==> src/mur3_pkg.sv <==
// ---------------------------------------------------------------------------
// mur3_pkg
// Shared constants, command codes and control types for the hash engine.
// ---------------------------------------------------------------------------
package mur3_pkg;

  // Mixing constants of the x64_128 variant
  localparam logic [63:0] MUR_C1   = 64'h87c3_7b91_1142_53d5;
  localparam logic [63:0] MUR_C2   = 64'h4cf5_ad43_2745_937f;
  localparam logic [63:0] MUR_F1   = 64'hff51_afd7_ed55_8ccd;
  localparam logic [63:0] MUR_F2   = 64'hc4ce_b9fe_1a85_ec53;
  localparam logic [63:0] MUR_ADD1 = 64'h0000_0000_52dc_e729;
  localparam logic [63:0] MUR_ADD2 = 64'h0000_0000_3849_5ab5;

  localparam logic [31:0] SEED_RESET = 32'hdead_b0d7;

  localparam int unsigned BLOCK_BYTES = 16;
  localparam logic [4:0]  FULL_COUNT  = 5'd16;

  // Register map (index taken from paddr[2])
  localparam logic REG_HASH_SEED = 1'b0;

  // Multiplier operand selects
  localparam logic [1:0] MUL_SCR1  = 2'd0;
  localparam logic [1:0] MUL_SCR2  = 2'd1;
  localparam logic [1:0] MUL_FMIX1 = 2'd2;
  localparam logic [1:0] MUL_FMIX2 = 2'd3;

  // Datapath operations
  localparam logic [2:0] DP_NOP      = 3'd0;
  localparam logic [2:0] DP_MIX1     = 3'd1;
  localparam logic [2:0] DP_MIX2     = 3'd2;
  localparam logic [2:0] DP_FIN_PRE  = 3'd3;
  localparam logic [2:0] DP_FIN_POST = 3'd4;
  localparam logic [2:0] DP_DONE     = 3'd5;

  typedef struct packed {
    logic       load;
    logic [1:0] mul_sel;
    logic [2:0] op;
  } mur3_cmd_t;

  typedef struct packed {
    logic last;
  } mur3_sts_t;

endpackage

==> src/mur3_ctrl.sv <==
// ---------------------------------------------------------------------------
// mur3_ctrl
// Sequencer for one block: scramble multiplies, lane mix, and on the last
// block the finalizer and result handoff.
// ---------------------------------------------------------------------------
module mur3_ctrl (
  input  logic                 clk,
  input  logic                 rst_n,
  input  logic                 in_valid,
  output logic                 in_stall,
  output logic                 out_valid,
  input  logic                 out_stall,
  output mur3_pkg::mur3_cmd_t  cmd,
  input  mur3_pkg::mur3_sts_t  sts
);
  import mur3_pkg::*;

  localparam logic [3:0] S_IDLE = 4'd0;
  localparam logic [3:0] S_M1A  = 4'd1;
  localparam logic [3:0] S_M1B  = 4'd2;
  localparam logic [3:0] S_M2A  = 4'd3;
  localparam logic [3:0] S_M2B  = 4'd4;
  localparam logic [3:0] S_MIX1 = 4'd5;
  localparam logic [3:0] S_MIX2 = 4'd6;
  localparam logic [3:0] S_FIN0 = 4'd7;
  localparam logic [3:0] S_F1A  = 4'd8;
  localparam logic [3:0] S_F1B  = 4'd9;
  localparam logic [3:0] S_F2A  = 4'd10;
  localparam logic [3:0] S_F2B  = 4'd11;
  localparam logic [3:0] S_FIN3 = 4'd12;
  localparam logic [3:0] S_DONE = 4'd13;

  logic [3:0] state_r, state_nxt;
  logic       out_valid_r, out_valid_nxt;
  logic       accept;
  logic       out_free;

  assign in_stall = (state_r != S_IDLE);
  assign accept   = in_valid && (state_r == S_IDLE);
  // result slot is free if empty or drained this cycle
  assign out_free = !out_valid_r || !out_stall;

  always_comb begin
    state_nxt     = state_r;
    out_valid_nxt = out_valid_r && out_stall;
    cmd.load      = accept;
    cmd.mul_sel   = MUL_SCR1;
    cmd.op        = DP_NOP;

    unique case (state_r)
      S_IDLE: begin
        if (accept) begin
          state_nxt = S_M1A;
        end
      end
      S_M1A:  state_nxt = S_M1B;
      S_M1B:  state_nxt = S_M2A;
      S_M2A: begin
        cmd.mul_sel = MUL_SCR2;
        state_nxt   = S_M2B;
      end
      S_M2B:  state_nxt = S_MIX1;
      S_MIX1: begin
        cmd.op    = DP_MIX1;
        state_nxt = S_MIX2;
      end
      S_MIX2: begin
        cmd.op    = DP_MIX2;
        state_nxt = sts.last ? S_FIN0 : S_IDLE;
      end
      S_FIN0: begin
        cmd.op    = DP_FIN_PRE;
        state_nxt = S_F1A;
      end
      S_F1A: begin
        cmd.mul_sel = MUL_FMIX1;
        state_nxt   = S_F1B;
      end
      S_F1B:  state_nxt = S_F2A;
      S_F2A: begin
        cmd.mul_sel = MUL_FMIX2;
        state_nxt   = S_F2B;
      end
      S_F2B:  state_nxt = S_FIN3;
      S_FIN3: begin
        cmd.op    = DP_FIN_POST;
        state_nxt = S_DONE;
      end
      S_DONE: begin
        if (out_free) begin
          cmd.op        = DP_DONE;
          out_valid_nxt = 1'b1;
          state_nxt     = S_IDLE;
        end
      end
      default: state_nxt = S_IDLE;
    endcase
  end

  always_ff @(posedge clk) begin
    if (!rst_n) begin
      state_r     <= S_IDLE;
      out_valid_r <= 1'b0;
    end else begin
      state_r     <= state_nxt;
      out_valid_r <= out_valid_nxt;
    end
  end

  assign out_valid = out_valid_r;

  // a result only appears from the handoff state
  a_out_from_done: assert property (@(posedge clk) disable iff (!rst_n)
    $rose(out_valid_r) |-> $past(state_r == S_DONE))
    else $error("result raised outside handoff");

  // handoff waits while the previous result is still stalled
  a_done_holds: assert property (@(posedge clk) disable iff (!rst_n)
    (state_r == S_DONE && out_valid_r && out_stall) |=> (state_r == S_DONE))
    else $error("handoff overran a held result");

  // a body block goes straight back to idle without finalizing
  a_body_no_fin: assert property (@(posedge clk) disable iff (!rst_n)
    (state_r == S_MIX2 && !sts.last) |=> (state_r == S_IDLE))
    else $error("body block entered finalizer");

  // new input only enters when the block is back in idle
  a_accept_idle: assert property (@(posedge clk) disable iff (!rst_n)
    cmd.load |=> (state_r == S_M1A))
    else $error("load did not start a block");

endmodule

==> config.mk <==
export PLATFORM = sky130hd
export DESIGN_NAME = mur3_ctrl
export DESIGN_NICKNAME = d
export VERILOG_FILES = /design/src/mur3_pkg.sv /design/src/mur3_ctrl.sv
export SDC_FILE = /design/constraint.sdc
export NUM_CORES = 1
export LEC_CHECK = 0
export ABC_AREA = 1
export BUFFER_PORTS_ARGS = -buffer_cell sky130_fd_sc_hd__buf_4
export CAP_MARGIN = 20
export CORE_AREA = 5 5 42 44
export CTS_CLUSTER_SIZE = 16
export DETAILED_ROUTE_END_ITERATION = 16
export DIE_AREA = 0 0 47 49
export PLACE_DENSITY_LB_ADDON = 0.05
export SLEW_MARGIN = 10
export SYNTH_ARGS = -nofsm -noshare
export SYNTH_HDL_FRONTEND = slang
export SYNTH_SLANG_ARGS = --single-unit
==> constraint.sdc <==
create_clock -name clk -period 1 [get_ports clk]
set_input_delay 0.15 -clock clk [delete_from_list [all_inputs] [get_ports clk]]
set_output_delay 0.15 -clock clk [all_outputs]
set_load 0.02 [all_outputs]
---- After elaboration in Yosys (flattened, before gate mapping) ----
Index checks and enable logic that the tools add are counted.
cells by class
  equal/unequal tests ..................... 15
  muxes and demuxes ....................... 9
  reduce and logical (&&, ||, !) cells .... 8
operators by type and width
  operator                                                         count
  4-bit one-hot mux with 14 select lines                           1
  4-bit == test, second input constant                             6
  4-bit by 3-bit == test with 1-bit output, second input constant  4
  3-bit one-hot mux with 5 select lines                            1
  4-bit by 2-bit == test with 1-bit output, second input constant  2
  4-bit 2-to-1 mux                                                 2
  3-bit 2-to-1 mux                                                 2
  2-bit one-hot mux with 3 select lines                            1
  4-bit by 1-bit == test with 1-bit output, second input constant  1
  4-bit zero test                                                  1
  2-bit != test, second input constant                             2
  4-bit nonzero test                                               1
  1-bit logical AND                                                2
  1-bit zero test                                                  2
  1-bit 2-to-1 mux                                                 2
  2-bit AND reduction                                              1
  1-bit logical OR                                                 1
word-level totals
  bits in registers ....................... 5
  bits of input ports ..................... 5
  output and inout bits ................... 8
  word-level logic and storage cells ...... 34

---- Depth between registers and ports, before layout ----
  depth in word-level cells ............... 4
  gate-level depth with buffers ........... 8
  gate-level depth less buffers ........... 8

---- Least setup slack after synthesis ----
Ideal clock, no wire load.
  path type ............................... reg2out
  start point ............................. register state_r[0]
  end point ............................... output port cmd[5] (netlist bit)
  data arrival time ....................... 1008 ps
  required time ........................... 850 ps
  slack ................................... -158 ps
  cell stages (with the launch flop) ...... 5
  path buffers ............................ 1
  cells stage by stage .................... dfxtp_1 > nor2_1 > nand2_1 > nor2_1 > buf_4
on the way
  longest elaborated chain between the ends .. 2
RTL lines
  element                 line              text
  from (decl)             mur3_ctrl.sv:33   logic [3:0] state_r, state_nxt;
  from (signal assigned)  mur3_ctrl.sv:105  state_r <= state_nxt;
  4-bit zero test         mur3_ctrl.sv:39   assign accept = in_valid && (state_r == S_IDLE);
  1-bit logical AND       mur3_ctrl.sv:39
  to (decl)               mur3_ctrl.sv:13   output mur3_pkg::mur3_cmd_t cmd,
Every way passes these cells.

==> impl_metrics.ini <==
[power]
powerDensity_nw_per_um2 = 1670
max-vdd-ir-drop_mv = 1.09
cellLeakagePower_nw = 0.389

[synthesis]
netlist.area_leader.share_pct = 27.5
yosysMostFrequentCell = nand2_1
yosys_warnings = 0
ys.flop_type = dfxtp_1
synth-seq-area-share_pct = 27.5
synthCells = 65
synthTopCellsByCount = nand2_1 (19), inv_1 (12), nor2_1 (8)
ys_top_cells_by_area = dfxtp_1 (27%), nand2_1 (20%), inv_1 (12%), nor2_1 (8.2%), nand3_1 (6.9%)
syn-num-nets = 70
syn_avg_cell_area_um2 = 5.60
synth_edf_count = 0
synthArstFlopShare_pct = 0
netlist_area_um2 = 364
ys_seq_elements = 5
synth_cell_types = 14
yosysTopAreaCell = dfxtp_1

[die]
dieArea_um2 = 2300
core_area_um2 = 1400
num_rows = 14
initial_core_util_pct = 26.0
die_h_um = 49
die-width_um = 47
io_pins = 13

[clock_network]
cts_sinks = 5
clock_latency_ns = 0.24
clock_path_buffers = 2
cts_buffers = 3
clockRootBuffer = clkbuf_4
cts_tree = yes
htree_levels = 1
cts.clk_slew.worst_paths_ns = 0.04
holdBufCountCts = 0

[detailed_routing]
via_count = 480
viasPerCell = 4.44
initialDrtViolationCount = 6
wirelength_um = 1190
drc = 0
wl_per_cell_um = 11.1
drtAntennaViolNets = 0
dr.pass1.iters = 2

[final_layout]
syn2layout_area_growth_pct = 108
final_nets = 98
fin_cells = 108
diodes = 0
drive_gt1_share_pct = 67.4

[timing]
setup_slack_ns = -0.253
setup-violations-final = 12
timing.hold.ws_ns = 0.119
fin_crit_ns = 1.25
rsz0062_at_grt = true
timing.fmax_mhz = 798
fin_tns_setup_ns = -1.96
hold_viol = 0
finClkSkew_ns = 0.000114
slew_headroom_pct = 83.5
finalMaxSlewViolations = 0
worst_pin_slew_ns = 0.248
finalCritPeriodShare_pct = 125

[flow_run]
cap_violations = 0

[worst_setup_path]
crit_arrival_ns = 1.10
cp-end-kind = output port
r2r_slack_ns = -0.19
required_ns = 0.85
startpoint_type = flip-flop
worstSetupPathType = flip-flop to output port
critical_path.max_fanout = 4

[global_routing]
antenna_found_initial = 0
first_global_vias = 460
grt_max_degree = 7
grt_first_pass_wirelength_um = 1790
overflow = 0
track_usage_pct = 11.1

[place]
dpl.hpwl_um = 786
place_ws_ns = -0.0950
portBuffers = 12
place_inst = 99
gp_congestion = 0.780

[status]
outcome = finished with violations
violations = setup timing

[min_path]
hold_class = input port to flip-flop
-- cell usage in the layout (no fill, tap or decap), drive strengths merged --
| cell type | instances |
|---|---|
| a21oi | 1 |
| nand2 | 20 |
| clkbuf | 4 |
| nor2 | 10 |
| o21ai | 7 |
| dfxtp | 5 |
| buf | 24 |
| and2 | 1 |
| nand3 | 6 |
| inv | 14 |
-- through the flow --
stage               utilization, %  power (mW)  instance area, µm²
floorplan                        -       0.601                 378
global placement              38.0       0.792                 533
detailed placement            38.0       0.785                 533
CTS                           48.8        1.19                 684
global route                  54.1        1.36                 758
finish                        54.1        1.27                 758
-- cells by family (layout without fill, tap and decap cells) --
| kind of cell | count (synthesis) | in the layout | share of synthesized area (%) |
|---|---|---|---|
| AND/OR/NAND/NOR | 37 | 37 | 45.0 |
| buffers and inverters | 15 | 42 | 16.5 |
| AO/OA/AOI/OAI | 8 | 8 | 11.0 |
| flip-flops | 5 | 5 | 27.5 |
-- critical path, cell delays in order (launching register included) --
cell     delay, ns
dfxtp_4       0.36
inv_6         0.08
nand2_4       0.05
nor2_4        0.09
nand2_2       0.08
o21ai_2       0.07
buf_6         0.13
-- final timing paths --
kind	startpoint	endpoint	cells past startpoint
worst max-delay path	state_r[1]	cmd[2]	6
worst min-delay path	rst_n	state_r[2]	3
worst max register to register	state_r[1]	state_r[0]	10
worst min register to register	state_r[2]	state_r[1]	5
-- registers in the layout, indices dropped and copies added (netlist names) --
name,count
state_r,4
out_valid,1
-- metal layers --
layer  track usage, %  share of wire, %
met5                0                 0
met3             1.11               3.1
met4             8.29               2.3
met1             11.8                38
met2             18.8                57
-- report_power, final --
part	switching [mW]	internal, mW
Combinational	0.391	0.331
Clock	0.0775	0.151
Sequential	0.0696	0.250
Total	0.538	0.732
-- cell type report --
type | instances | area, µm²
fill | 148 | 643
multi-input combinational | 45 | 324
timing repair buffer | 24 | 218
sequential | 5 | 113
inverter | 14 | 57.6
clock buffer | 4 | 26.3
tap | 16 | 20.0
-- what timing repair did --
item                                    CTS  global route
hold endpoints to repair                  0             0
pin swaps                                13             8
buffers inserted                          4             2
cloned                                    0             0
resized for setup                        32            18
endpoints found under the setup margin   10            12
Power figures use the tool's default switching activity.
